`src/ppd_pkg.sv`:
```
`timescale 1ns / 1ps
package ppd_pkg;

  localparam int unsigned NumPrimes = 18;
  localparam int unsigned MaskW = 18;
  localparam int unsigned ExpW = 7;
  localparam int unsigned PrimeIdxW = 5;
  localparam int unsigned RootBitW = 5;

  typedef enum logic [3:0] {
    ST_IDLE,
    ST_CHECK,
    ST_SCAN,
    ST_BIT,
    ST_POW,
    ST_DECIDE,
    ST_FINAL,
    ST_FPOW,
    ST_APPLY,
    ST_DONE
  } state_e;

  // Commands from controller to datapath.
  typedef struct packed {
    logic load;        // take input value
    logic mask_load;   // latch residue mask
    logic prime_clr;   // prime index to zero
    logic prime_next;  // advance prime index
    logic root_start;  // r = 0, bit = 31
    logic cand_start;  // acc = 1, step = 0, candidate = r | bit
    logic fin_start;   // acc = 1, step = 0, candidate = r
    logic pow_step;    // one half of a multiply step
    logic bit_commit;  // keep candidate if it fit, go to next bit
    logic apply;       // n = r, power *= p
    logic out_load;    // capture result
  } ppd_cmd_t;

  // Status from datapath to controller.
  typedef struct packed {
    logic below_two;   // n < 2
    logic mask_zero;   // residue mask empty
    logic prime_end;   // prime index past last
    logic prime_set;   // current prime allowed by mask
    logic pow_done;    // multiply steps finished
    logic fits;        // candidate^k <= n so far
    logic last_bit;    // bit index at zero
    logic exact;       // final check: r^p == n and r >= 2
  } ppd_stat_t;

  function automatic logic [5:0] prime_at(input logic [PrimeIdxW-1:0] idx);
    logic [5:0] p;
    unique case (idx)
      5'd0: p = 6'd2;
      5'd1: p = 6'd3;
      5'd2: p = 6'd5;
      5'd3: p = 6'd7;
      5'd4: p = 6'd11;
      5'd5: p = 6'd13;
      5'd6: p = 6'd17;
      5'd7: p = 6'd19;
      5'd8: p = 6'd23;
      5'd9: p = 6'd29;
      5'd10: p = 6'd31;
      5'd11: p = 6'd37;
      5'd12: p = 6'd41;
      5'd13: p = 6'd43;
      5'd14: p = 6'd47;
      5'd15: p = 6'd53;
      5'd16: p = 6'd59;
      5'd17: p = 6'd61;
      default: p = 6'd2;
    endcase
    return p;
  endfunction

  function automatic logic [MaskW-1:0] mask32(input logic [4:0] r);
    logic [MaskW-1:0] m;
    unique case (r)
      5'd0, 5'd1, 5'd9, 5'd17, 5'd25: m = 18'd262143;
      5'd4, 5'd16: m = 18'd1;
      5'd8, 5'd24: m = 18'd2;
      5'd3, 5'd5, 5'd7, 5'd11, 5'd13, 5'd15, 5'd19, 5'd21, 5'd23,
      5'd27, 5'd29, 5'd31: m = 18'd262142;
      default: m = '0;
    endcase
    return m;
  endfunction

  function automatic logic [MaskW-1:0] mask27(input logic [4:0] r);
    logic [MaskW-1:0] m;
    unique case (r)
      5'd0, 5'd1, 5'd10, 5'd19: m = 18'd262143;
      5'd2, 5'd5, 5'd11, 5'd14, 5'd20, 5'd23: m = 18'd262140;
      5'd4, 5'd7, 5'd13, 5'd16, 5'd22, 5'd25: m = 18'd262141;
      5'd8, 5'd17, 5'd26: m = 18'd262142;
      5'd9: m = 18'd1;
      default: m = '0;
    endcase
    return m;
  endfunction

endpackage

```
`src/perfect_power_detector.sv`:
```
`timescale 1ns / 1ps
// Perfect power detector. Takes one unsigned number per item and returns
// base_root and exponent with base_root**exponent == value (exponent 1 when
// value is not a perfect power, below two, or ruled out by the mod-32 and
// mod-27 residue masks). One item is worked at a time. Rejected inputs finish
// straight after the input check; otherwise the work grows with each allowed
// prime p: each root search walks 32 bits, and every multiply step runs as two
// halves on one shared 32x32 multiplier. Overflow exits cut most bits short.
// The result is held in an output register until taken.
module perfect_power_detector #(
  parameter int unsigned WORD_BITS   = 64,
  parameter int unsigned PRIME_COUNT = 18
) (
  input  logic        clk_i,
  input  logic        rst_ni,
  input  logic        value_valid_i,
  output logic        value_ready_o,
  input  logic [63:0] value_i,
  output logic        result_valid_o,
  input  logic        result_ready_i,
  output logic [63:0] base_root_o,
  output logic [6:0]  exponent_o
);

  ppd_pkg::ppd_cmd_t  cmd;
  ppd_pkg::ppd_stat_t stat;

  ppd_ctrl u_ctrl (
    .clk_i       (clk_i),
    .rst_ni      (rst_ni),
    .in_valid_i  (value_valid_i),
    .in_ready_o  (value_ready_o),
    .out_valid_o (result_valid_o),
    .out_ready_i (result_ready_i),
    .stat_i      (stat),
    .cmd_o       (cmd)
  );

  ppd_datapath #(
    .WORD_BITS   (WORD_BITS),
    .PRIME_COUNT (PRIME_COUNT)
  ) u_dp (
    .clk_i       (clk_i),
    .value_i     (value_i),
    .cmd_i       (cmd),
    .stat_o      (stat),
    .base_root_o (base_root_o),
    .exponent_o  (exponent_o)
  );

endmodule

```
`src/ppd_ctrl.sv`:
```
`timescale 1ns / 1ps
module ppd_ctrl (
  input  logic                clk_i,
  input  logic                rst_ni,
  input  logic                in_valid_i,
  output logic                in_ready_o,
  output logic                out_valid_o,
  input  logic                out_ready_i,
  input  ppd_pkg::ppd_stat_t  stat_i,
  output ppd_pkg::ppd_cmd_t   cmd_o
);

  ppd_pkg::state_e state_q, state_d;
  logic out_valid_q, out_valid_d;

  assign in_ready_o  = (state_q == ppd_pkg::ST_IDLE);
  assign out_valid_o = out_valid_q;

  always_comb begin
    state_d = state_q;
    unique case (state_q)
      ppd_pkg::ST_IDLE:   if (in_valid_i) state_d = ppd_pkg::ST_CHECK;
      ppd_pkg::ST_CHECK: begin
        if (stat_i.below_two || stat_i.mask_zero) state_d = ppd_pkg::ST_DONE;
        else state_d = ppd_pkg::ST_SCAN;
      end
      ppd_pkg::ST_SCAN: begin
        if (stat_i.prime_end) state_d = ppd_pkg::ST_DONE;
        else if (stat_i.prime_set) state_d = ppd_pkg::ST_BIT;
      end
      ppd_pkg::ST_BIT:    state_d = ppd_pkg::ST_POW;
      ppd_pkg::ST_POW:    if (stat_i.pow_done || !stat_i.fits) state_d = ppd_pkg::ST_DECIDE;
      ppd_pkg::ST_DECIDE: state_d = stat_i.last_bit ? ppd_pkg::ST_FINAL : ppd_pkg::ST_BIT;
      ppd_pkg::ST_FINAL:  state_d = ppd_pkg::ST_FPOW;
      ppd_pkg::ST_FPOW:   if (stat_i.pow_done || !stat_i.fits) state_d = ppd_pkg::ST_APPLY;
      ppd_pkg::ST_APPLY:  state_d = ppd_pkg::ST_SCAN;
      ppd_pkg::ST_DONE:   if (!out_valid_q || out_ready_i) state_d = ppd_pkg::ST_IDLE;
      default:            state_d = ppd_pkg::ST_IDLE;
    endcase
  end

  always_comb begin
    cmd_o = '0;
    out_valid_d = out_valid_q && !out_ready_i;
    unique case (state_q)
      ppd_pkg::ST_IDLE:   cmd_o.load = in_valid_i;
      ppd_pkg::ST_CHECK: begin
        cmd_o.mask_load = 1'b1;
        cmd_o.prime_clr = 1'b1;
      end
      ppd_pkg::ST_SCAN: begin
        if (!stat_i.prime_end && stat_i.prime_set) cmd_o.root_start = 1'b1;
        else if (!stat_i.prime_end) cmd_o.prime_next = 1'b1;
      end
      ppd_pkg::ST_BIT:    cmd_o.cand_start = 1'b1;
      ppd_pkg::ST_POW:    cmd_o.pow_step = !(stat_i.pow_done || !stat_i.fits);
      ppd_pkg::ST_DECIDE: cmd_o.bit_commit = 1'b1;
      ppd_pkg::ST_FINAL:  cmd_o.fin_start = 1'b1;
      ppd_pkg::ST_FPOW:   cmd_o.pow_step = !(stat_i.pow_done || !stat_i.fits);
      ppd_pkg::ST_APPLY: begin
        // exact root: replace and retry same prime; else move on
        if (stat_i.exact) cmd_o.apply = 1'b1;
        else cmd_o.prime_next = 1'b1;
      end
      ppd_pkg::ST_DONE: begin
        if (!out_valid_q || out_ready_i) begin
          cmd_o.out_load = 1'b1;
          out_valid_d = 1'b1;
        end
      end
      default: ;
    endcase
  end

  always_ff @(posedge clk_i or negedge rst_ni) begin
    if (!rst_ni) begin
      state_q     <= ppd_pkg::ST_IDLE;
      out_valid_q <= 1'b0;
    end else begin
      state_q     <= state_d;
      out_valid_q <= out_valid_d;
    end
  end

  a_accept_idle: assert property (@(posedge clk_i) disable iff (!rst_ni)
    in_valid_i && in_ready_o |=> state_q == ppd_pkg::ST_CHECK)
    else $error("accept did not start work");
  a_out_from_done: assert property (@(posedge clk_i) disable iff (!rst_ni)
    $rose(out_valid_o) |-> $past(state_q) == ppd_pkg::ST_DONE)
    else $error("result without done state");
  a_one_cmd: assert property (@(posedge clk_i) disable iff (!rst_ni)
    $onehot0({cmd_o.apply, cmd_o.prime_next, cmd_o.root_start}))
    else $error("conflicting commands");

endmodule

```
`src/ppd_datapath.sv`:
```
`timescale 1ns / 1ps
module ppd_datapath #(
  parameter int unsigned WORD_BITS   = 64,
  parameter int unsigned PRIME_COUNT = 18
) (
  input  logic               clk_i,
  input  logic [63:0]        value_i,
  input  ppd_pkg::ppd_cmd_t  cmd_i,
  output ppd_pkg::ppd_stat_t stat_o,
  output logic [63:0]        base_root_o,
  output logic [6:0]         exponent_o
);

  localparam logic [ppd_pkg::PrimeIdxW-1:0] LastIdx =
    ppd_pkg::PrimeIdxW'(PRIME_COUNT);

  logic [WORD_BITS-1:0] n_q, r_q, cand_q, acc_q;
  logic [ppd_pkg::MaskW-1:0] mask_q;
  logic [ppd_pkg::PrimeIdxW-1:0] pidx_q;
  logic [ppd_pkg::RootBitW-1:0] bit_q;
  logic [5:0] step_q;
  logic fits_q;
  logic phase_q;
  logic [63:0] lo_q;
  logic [ppd_pkg::ExpW-1:0] power_q;
  logic [63:0] base_q;
  logic [6:0] exp_q;

  logic [5:0] prime;
  logic [63:0] acc_w, cand_w, n_w;
  logic [31:0] mul_a;
  logic [63:0] mul;
  logic [95:0] full;
  logic [19:0] fold;
  logic [40:0] qprod;
  logic [15:0] quot;
  logic [4:0] mod27;
  logic [WORD_BITS-1:0] bitv;

  assign prime = ppd_pkg::prime_at(pidx_q);
  assign bitv  = WORD_BITS'(1) << bit_q;

  // One 32x32 multiplier, used twice per step: low half of acc, then high.
  // Candidates stay below 2**32, so the candidate needs only its low half.
  assign acc_w  = 64'(acc_q);
  assign cand_w = 64'(cand_q);
  assign n_w    = 64'(n_q);
  assign mul_a  = phase_q ? acc_w[63:32] : acc_w[31:0];
  assign mul    = mul_a * cand_w[31:0];
  assign full   = {mul, 32'h0} + {32'h0, lo_q};

  // n mod 27: 2**18 == 1 (mod 27) folds the word into a 20-bit sum, then
  // a multiply by ceil(2**25 / 27) gives the exact quotient of that sum
  assign fold  = 20'(n_w[17:0]) + 20'(n_w[35:18]) + 20'(n_w[53:36])
               + 20'(n_w[63:54]);
  assign qprod = 41'(fold) * 41'(21'd1242757);
  assign quot  = qprod[40:25];
  assign mod27 = 5'(fold - 20'(quot) * 20'd27);

  always_comb begin
    stat_o.below_two = (n_q < WORD_BITS'(2));
    stat_o.mask_zero = ((ppd_pkg::mask32(n_q[4:0]) & ppd_pkg::mask27(mod27)) == '0);
    stat_o.prime_end = (pidx_q >= LastIdx);
    stat_o.prime_set = mask_q[pidx_q];
    stat_o.pow_done  = (step_q == prime);
    stat_o.fits      = fits_q;
    stat_o.last_bit  = (bit_q == '0);
    stat_o.exact     = fits_q && (acc_q == n_q) && (r_q >= WORD_BITS'(2));
  end

  always_ff @(posedge clk_i) begin
    if (cmd_i.load) n_q <= value_i[WORD_BITS-1:0];
    if (cmd_i.load) power_q <= ppd_pkg::ExpW'(1);
    if (cmd_i.mask_load)
      mask_q <= ppd_pkg::mask32(n_q[4:0]) & ppd_pkg::mask27(mod27);
    if (cmd_i.prime_clr) pidx_q <= '0;
    if (cmd_i.prime_next) pidx_q <= pidx_q + 1'b1;
    if (cmd_i.root_start) begin
      r_q   <= '0;
      bit_q <= ppd_pkg::RootBitW'(31);
    end
    if (cmd_i.cand_start || cmd_i.fin_start) begin
      acc_q   <= WORD_BITS'(1);
      step_q  <= '0;
      fits_q  <= 1'b1;
      phase_q <= 1'b0;
      // bits past the word shift out of bitv and leave r unchanged
      cand_q  <= cmd_i.cand_start ? (r_q | bitv) : r_q;
    end
    if (cmd_i.pow_step) begin
      phase_q <= ~phase_q;
      if (!phase_q) begin
        lo_q <= mul;
      end else begin
        step_q <= step_q + 1'b1;
        if ((full[95:64] != '0) || (full[63:0] > n_w) || (cand_q == '0))
          fits_q <= 1'b0;
        else acc_q <= WORD_BITS'(full[63:0]);
      end
    end
    if (cmd_i.bit_commit) begin
      if (fits_q && cand_q != '0) r_q <= cand_q;
      bit_q <= bit_q - 1'b1;
    end
    if (cmd_i.apply) begin
      n_q     <= r_q;
      power_q <= ppd_pkg::ExpW'(power_q * prime);
    end
    if (cmd_i.out_load) begin
      base_q <= 64'(n_q);
      exp_q  <= power_q;
    end
  end

  assign base_root_o = base_q;
  assign exponent_o  = exp_q;

endmodule

```
`config.mk`:
```
export PLATFORM = sky130hd
export DESIGN_NAME = perfect_power_detector
export DESIGN_NICKNAME = d
export VERILOG_FILES = /design/src/ppd_pkg.sv /design/src/perfect_power_detector.sv /design/src/ppd_ctrl.sv /design/src/ppd_datapath.sv
export SDC_FILE = /design/constraint.sdc
export NUM_CORES = 2
export LEC_CHECK = 0
export BUFFER_PORTS_ARGS = -buffer_cell sky130_fd_sc_hd__buf_4
export CAP_MARGIN = 10
export CORE_ASPECT_RATIO = 2
export CORE_UTILIZATION = 45
export DETAILED_ROUTE_END_ITERATION = 6
export PLACE_DENSITY = 0.67
export SKIP_CTS_REPAIR_TIMING = 1
export SYNTH_ARGS = -nofsm -noshare
export SYNTH_HDL_FRONTEND = slang
export SYNTH_SLANG_ARGS = --single-unit
```
`constraint.sdc`:
```
create_clock -name clk_i -period 15.9 [get_ports clk_i]
set_clock_uncertainty 0.05 [all_clocks]
set_input_delay 2.385 -clock clk_i [delete_from_list [all_inputs] [get_ports clk_i]]
set_output_delay 2.385 -clock clk_i [all_outputs]
set_load 0.1 [all_outputs]
```
== Word-level counts from Yosys, hierarchy flattened ==
Memories as Yosys holds them, arrays and structs flattened. A register that Yosys moved wholly into a read port is not among the register bits.
Cells that the tools add are included.

* Logic and storage cells: 148
* Memories kept: 5
* Register bits: 439
* ROM bits: 2496
* Input bits: 68
* Output and inout port bits: 73

* Magnitude comparators: 5
* Shift-type cells: 1
* Multiply operators: 4
* $add $sub $neg: 8
* Eq/ne operators: 16
* Multiplexer cells: 60
* Reductions and logical operators: 29
* Bitwise gates (word level): 4

{| class="wikitable"
|+ Memories
! name !! words !! bits a word !! read ports !! clocked after memory_dff !! wr ports !! RTL line !! RTL
|-
| (name not given) || 32 || 18 || 1 || 1 || 0 || ppd_pkg.sv:78 || <nowiki>unique case (r)</nowiki>
|-
| (name not given) || 32 || 18 || 1 || 0 || 0 || ppd_pkg.sv:91 || <nowiki>unique case (r)</nowiki>
|-
| (name not given) || 32 || 18 || 1 || 1 || 0 || ppd_pkg.sv:78 ||
|-
| (name not given) || 32 || 18 || 1 || 0 || 0 || ppd_pkg.sv:91 ||
|-
| (name not given) || 32 || 6 || 1 || 1 || 0 || ppd_pkg.sv:52 || <nowiki>unique case (idx)</nowiki>
|}

{| class="wikitable"
|+ Operators with widths
! cell !! number
|-
| two-way mux 64 bit || 10
|-
| adder 96 x 64 -> 96 bit || 1
|-
| == test 64 bit || 1
|-
| greater-or-equal comparator 64 x 2 -> 1 bit, second input constant || 1
|-
| greater-than comparator 64 bit || 1
|-
| logical NOT 64 bit || 1
|-
| < comparator 64 x 2 -> 1 bit, second input constant || 1
|-
| multiplier 32 x 32 -> 64 bit || 1
|-
| OR 64 bit || 1
|-
| nonzero test 64 bit || 1
|-
| left shift 1 x 5 -> 64 bit, first input constant || 1
|-
| multiplier 20 x 21 -> 41 bit, second input constant || 1
|-
| one-hot mux 4 bit (10 select lines) || 1
|-
| bitwise AND 18 bit || 2
|-
| two-way mux 18 bit || 2
|-
| two-way mux 5 bit || 7
|-
| two-way mux 32 bit || 1
|-
| nonzero test 32 bit || 1
|-
| two-way mux 4 bit || 7
|-
| two-way mux 1 bit || 23
|-
| adder 20 x 10 -> 20 bit || 1
|-
| adder 20 x 18 -> 20 bit || 1
|-
| adder 18 x 18 -> 19 bit || 1
|-
| logical NOT 18 bit || 1
|-
| 32 further kinds || 58
|}

== Longest topological paths before layout ==
An unclocked memory read counts as a cell.

* Depth after elaboration: 12
* Depth in mapped cells: 61
* Gate-level depth less buffers: 60

== Cells and area by module ==
Synthesis repeated with hierarchy kept, for this count alone.

* Cell total of the unflattened synthesis: 6698
* Area, all modules: 63474.6 um2

{| class="wikitable"
|+ By module, submodules not included
! module !! instances !! area each (um2) !! cells each
|-
| ppd_datapath || 1 || 62994.2 || 6640
|-
| ppd_ctrl || 1 || 480.5 || 58
|}

== Worst setup path before layout ==
OpenSTA, ideal clock, no wires.

* Path kind: reg2reg
* Start point: register u_dp.n_q[0]
* End point: register u_ctrl.state_q[1]
* Cell stages (with the launch flop): 58
* Arrival time: 13.842 ns
* Path slack: 1.884 ns
* Setup time: 0.125 ns
* Buffers on the path: 1
* Path through: edfxtp_1 -> ha_1 -> fa_1 -> inv_1 -> fa_1 -> inv_1 -> ha_1 -> fa_1 -> a21o_1 -> a21oi_1 -> o21bai_1 -> a2111o_1 -> a31o_2 -> a21o_1 -> a21o_1 -> a21o_1 -> a21o_1 -> a21o_1 -> [22 not listed] -> fa_1 -> ha_1 -> ha_1 -> inv_1 -> ha_1 -> clkbuf_1 -> a21oi_1 -> xnor2_1 -> xnor2_1 -> xnor2_1 -> xnor3_1 -> nor3_1 -> o211ai_1 -> and3_1 -> o311a_1 -> o41a_1 -> a221o_1 -> mux2_2

* Longest elaborated chain between the ends: 12
* Elaborated cells on any way between the ends: 13
* Classes of those cells: add/sub (4); mul (2); order compare (1); mux (2); bitwise (1); reduce/logical (2); memory (1)

{| class="wikitable"
|+ Ends and longest elaborated chain
! item !! RTL line !! RTL
|-
| from (decl) || ppd_datapath.sv:17 || <nowiki>logic [WORD_BITS-1:0] n_q, r_q, cand_q, acc_q;</nowiki>
|-
| from (signal assigned) || ppd_datapath.sv:72 || <nowiki>if (cmd_i.load) n_q <= value_i[WORD_BITS-1:0];</nowiki>
|-
| from (signal assigned) || ppd_datapath.sv:106 || <nowiki>n_q <= r_q;</nowiki>
|-
| adder 18 x 18 -> 19 bit || ppd_datapath.sv:54 || <nowiki>assign fold = 20'(n_w[17:0]) + 20'(n_w[35:18]) + 20'(n_w[53:36])</nowiki>
|-
| adder 20 x 18 -> 20 bit || ppd_datapath.sv:54 ||
|-
| adder 20 x 10 -> 20 bit || ppd_datapath.sv:55 || <nowiki>+ 20'(n_w[63:54]);</nowiki>
|-
| multiplier 20 x 21 -> 41 bit || ppd_datapath.sv:56 || <nowiki>assign qprod = 41'(fold) * 41'(21'd1242757);</nowiki>
|-
| multiplier 16 x 5 -> 5 bit || ppd_datapath.sv:58 || <nowiki>assign mod27 = 5'(fold - 20'(quot) * 20'd27);</nowiki>
|-
| subtractor 5 bit || ppd_datapath.sv:58 ||
|-
| memory (32 x 18 bit) || -- ||
|-
| bitwise AND 18 bit || ppd_datapath.sv:62 || <nowiki>stat_o.mask_zero = ((ppd_pkg::mask32(n_q[4:0]) & ppd_pkg::mask27(mod27)) == '0);</nowiki>
|-
| logical NOT 18 bit || ppd_datapath.sv:62 ||
|-
| logical OR 1 bit (*) || ppd_ctrl.sv:24 || <nowiki>if (stat_i.below_two || stat_i.mask_zero) state_d = ppd_pkg::ST_DONE;</nowiki>
|-
| two-way mux 4 bit (*) || ppd_ctrl.sv:24 ||
|-
| one-hot mux 4 bit (10 select lines) (*) || ppd_ctrl.sv:21 || <nowiki>unique case (state_q)</nowiki>
|-
| to (signal assigned) || ppd_ctrl.sv:77 || <nowiki>state_q <= ppd_pkg::ST_IDLE;</nowiki>
|-
| to (signal assigned) || ppd_ctrl.sv:80 || <nowiki>state_q <= state_d;</nowiki>
|-
| to (decl) || ppd_ctrl.sv:13 || <nowiki>ppd_pkg::state_e state_q, state_d;</nowiki>
|}

Every way passes the cells marked *; elsewhere a longest branch is shown, timed or not.
A chain may end at the register's enable or synchronous reset.

== Final worst setup path ==
Ends and elaborated chain as after synthesis.

==> reports/qor.txt <==
Share of cells above drive strength 1 = 0.0762
Yosys reg bits = 433
Initial antenna violation count = 11
Die width = 268 um
DP HPWL = 195 mm
Detailed-route via count = 51.2k
Iter 0 DRT Violations = 3852
Worst-margin pin slew = 1.39 ns
Final wirelength = 244 mm
Remaining global-route overflow = 0
Cell area after synthesis = 0.0638 mm^2
Async SR Flop Fraction = 0.0115
Total CTS buffers = 37
Crit start category = flop
Die Area = 0.143 mm^2
Worst-skew pair later-pin latency = 0.59 ns
Final hold violations = 0
Setup ws final = 0.616 ns
Critical Path End Type = flop
DRT antenna net count = 0
Row Count = 195
Crit Path Max Fanout = 8
First-pass GRT wire length = 356 mm
Final Hold Slack = 0.439 ns
Clock-pin slew on the worst setup and hold paths = 0.08 ns
CP Data Required Time = 16.33 ns
Yosys warning total = 0
Core area = 0.141 mm^2
Hold Crit Class = reg -> reg
Tcrit/Tclk final = 0.961
Synth Area per Inst = 9.31 um^2
Post-synthesis cell count = 6854
CTS tree = done
Final Max Slew Viols = 0
Post-route minimum period = 15.28 ns
I/O Pins = 141
Fin util = 0.488
Fin area = 0.0688 mm^2
EDFF count, synth = 284
Crit Path Class = reg -> reg
Dpl ws = 0.465 ns
Number of port buffers = 140
Post-DP Area = 0.0674 mm^2
Gr usage total = 0.348
Number of clock sinks = 433
Failing checks = design-rule violations
Slew margin rel. = 0.0646
Max-cap violations = 0
Sequential share of the synthesized area = 0.181
Total iterations of the first detailed-routing run = 7
FMAX = 65.4 MHz
Vias in the first global route = 55.7k
Largest net degree at the start of global routing = 68
Nets = 8581
Root buf cell = clkbuf_16
Maximum buffer depth of the clock tree = 3
Setup violators final = 0
Mapped Nets = 8532
Vias per inst = 5.81
Max stage delay on crit path = 0.57 ns
Critical path's most frequent cell = ha_1
Gp weighted congestion = 1.08
Top FF cell, synth = edfxtp_1
Initial Utilization = 0.453
Worst path arrival time = 15.71 ns
Avg WL per Cell = 27.7 um
DRC = 1
Die Span Y = 535 um
Status = finished, violations left
Area Growth Syn to Fin = 7.77%
Distinct cells, synth = 107
Critical Path Slowest Stage Cell = o41a_1
H-tree level count = 2
-- worst max-delay path, delay by kind of cell (launching register included) --
family / cells / cell delay (ns)
buf+inv: 6 / 0.30
fa+ha+maj: 16 / 6.29
xor+xnor: 6 / 1.20
mux: 1 / 0.26
compound gates: 25 / 6.12
simple gates: 4 / 0.56
flops: 1 / 0.40
-- path summary, 6_finish.rpt --
kind | startpoint | end | slack [ns] | cells past startpoint
min in group asynchronous | rst_ni | u_ctrl.state_q[2]$_DFFE_PN0P_ | 1.53 | 1
max in group asynchronous | rst_ni | u_ctrl.state_q[1]$_DFFE_PN0P_ | 14.16 | 1
max | u_dp.n_q[0]$_DFFE_PN_ | u_ctrl.state_q[1]$_DFFE_PN0P_ | 0.62 | 58
min | u_dp.acc_q[15]$_DFF_P_ | u_dp.acc_q[15]$_DFF_P_ | 0.44 | 2
min reg2reg | u_dp.acc_q[15]$_DFF_P_ | u_dp.acc_q[15]$_DFF_P_ | 0.44 | 2
max reg2reg | u_dp.n_q[0]$_DFFE_PN_ | u_ctrl.state_q[1]$_DFFE_PN0P_ | 0.62 | 58
-- synth_stat cells (8+ instances only) --
cell / instances / area [um^2]
mux2_2: 38 / 428
a21o_1: 76 / 571
and2_1: 318 / 1990
o211ai_1: 26 / 195
o22ai_1: 14 / 87.6
a31o_2: 8 / 70.1
a22o_1: 68 / 596
o21ai_0: 107 / 536
inv_1: 1413 / 5300
o31ai_1: 13 / 97.6
clkbuf_1: 260 / 976
o21a_1: 25 / 188
xnor2_1: 115 / 1010
nor4_1: 73 / 457
and3_1: 19 / 119
nor3_1: 56 / 280
mux2i_1: 44 / 440
ha_1: 574 / 7180
buf_1: 17 / 63.8
nand2b_1: 33 / 206
o2111ai_1: 14 / 123
dfxtp_1: 144 / 2880
o21bai_1: 56 / 420
a22oi_1: 8 / 60.1
nand3_1: 65 / 325
or4_1: 10 / 75.1
xor2_1: 86 / 753
nand2_1: 1167 / 4380
a211o_1: 9 / 78.8
nor2_1: 173 / 649
a31oi_1: 16 / 100
buf_2: 18 / 90.1
nand4_1: 64 / 400
a21oi_1: 144 / 721
mux2_4: 31 / 465
nor2b_1: 16 / 100
a211oi_1: 38 / 285
or2_2: 8 / 50.1
o21ai_1: 8 / 40.0
fa_1: 1036 / 20700
edfxtp_1: 284 / 8530
-- sequential cells by signal (all words and copies together) (netlist names), 6 cells and up, named ones only --
register,count
u_dp.base_root_o,64
u_dp.lo_q,64
u_dp.exponent_o,7
u_dp.prime,6
u_dp.step_q,6
u_dp.n_q,64
u_dp.acc_q,64
u_dp.cand_q,64
u_dp.r_q,64
u_dp.power_q,7
-- cells by family after synthesis --
logic type / after synthesis / share of synthesized area
xor+xnor: 204 / 0.0284
mux: 114 / 0.0212
fa+ha+maj: 1611 / 0.438
buf+inv: 1721 / 0.103
simple gates: 2041 / 0.148
compound gates: 730 / 0.0812
flops: 433 / 0.181
-- stage by stage --
stage / setup TNS, ns / instances
floorplan: 0 / 6854
global placement: 0 / 8735
detailed placement: 0 / 8735
CTS: 0 / 8803
global route: -0.00622 / 8804
finish: 0 / 8812
-- cells in the final DEF (no fill, tap or decap), drive strengths merged, types with 9 or more instances in the layout --
master	n
a22o	69
a31oi	16
o2111ai	14
nor4	77
and3	19
o21bai	56
nand3	67
diode	9
nor2	173
xnor2	117
a211o	9
a21oi	151
buf	316
o211ai	29
a21o	76
nand4	64
and2	319
o21a	25
nor3	58
dfxtp	144
clkbuf	48
edfxtp	284
inv	1416
o31ai	13
nand2	1168
mux2	69
or4	13
a211oi	39
a31o	9
o21ai	116
ha	574
mux2i	44
nor2b	16
or2	9
xor2	86
fa	1036
nand2b	33
o22ai	14
clkinv	9
-- area by class of cell --
type	instances	area, um^2
Clock inverter	20	319
Multi-Input combinational cell	4700	45800
Clock buffer	48	1010
Sequential cell	433	11500
Fill cell	13300	72200
Antenna cell	9	22.5
Timing Repair Buffer	316	2420
Tap cell	1871	2340
Inverter	1415	5310
-- per-layer routing --
layer,share of wire,wire length [um],track usage
met1,0.29,71700,0.314
met2,0.51,125000,0.625
met3,0.065,15800,0.0661
met4,0.13,31300,0.356
met5,0.00025,60,0
Power is left out: the tool's default activity adds up to more than one toggle a clock period on the data nets, which glitch-free logic cannot reach.
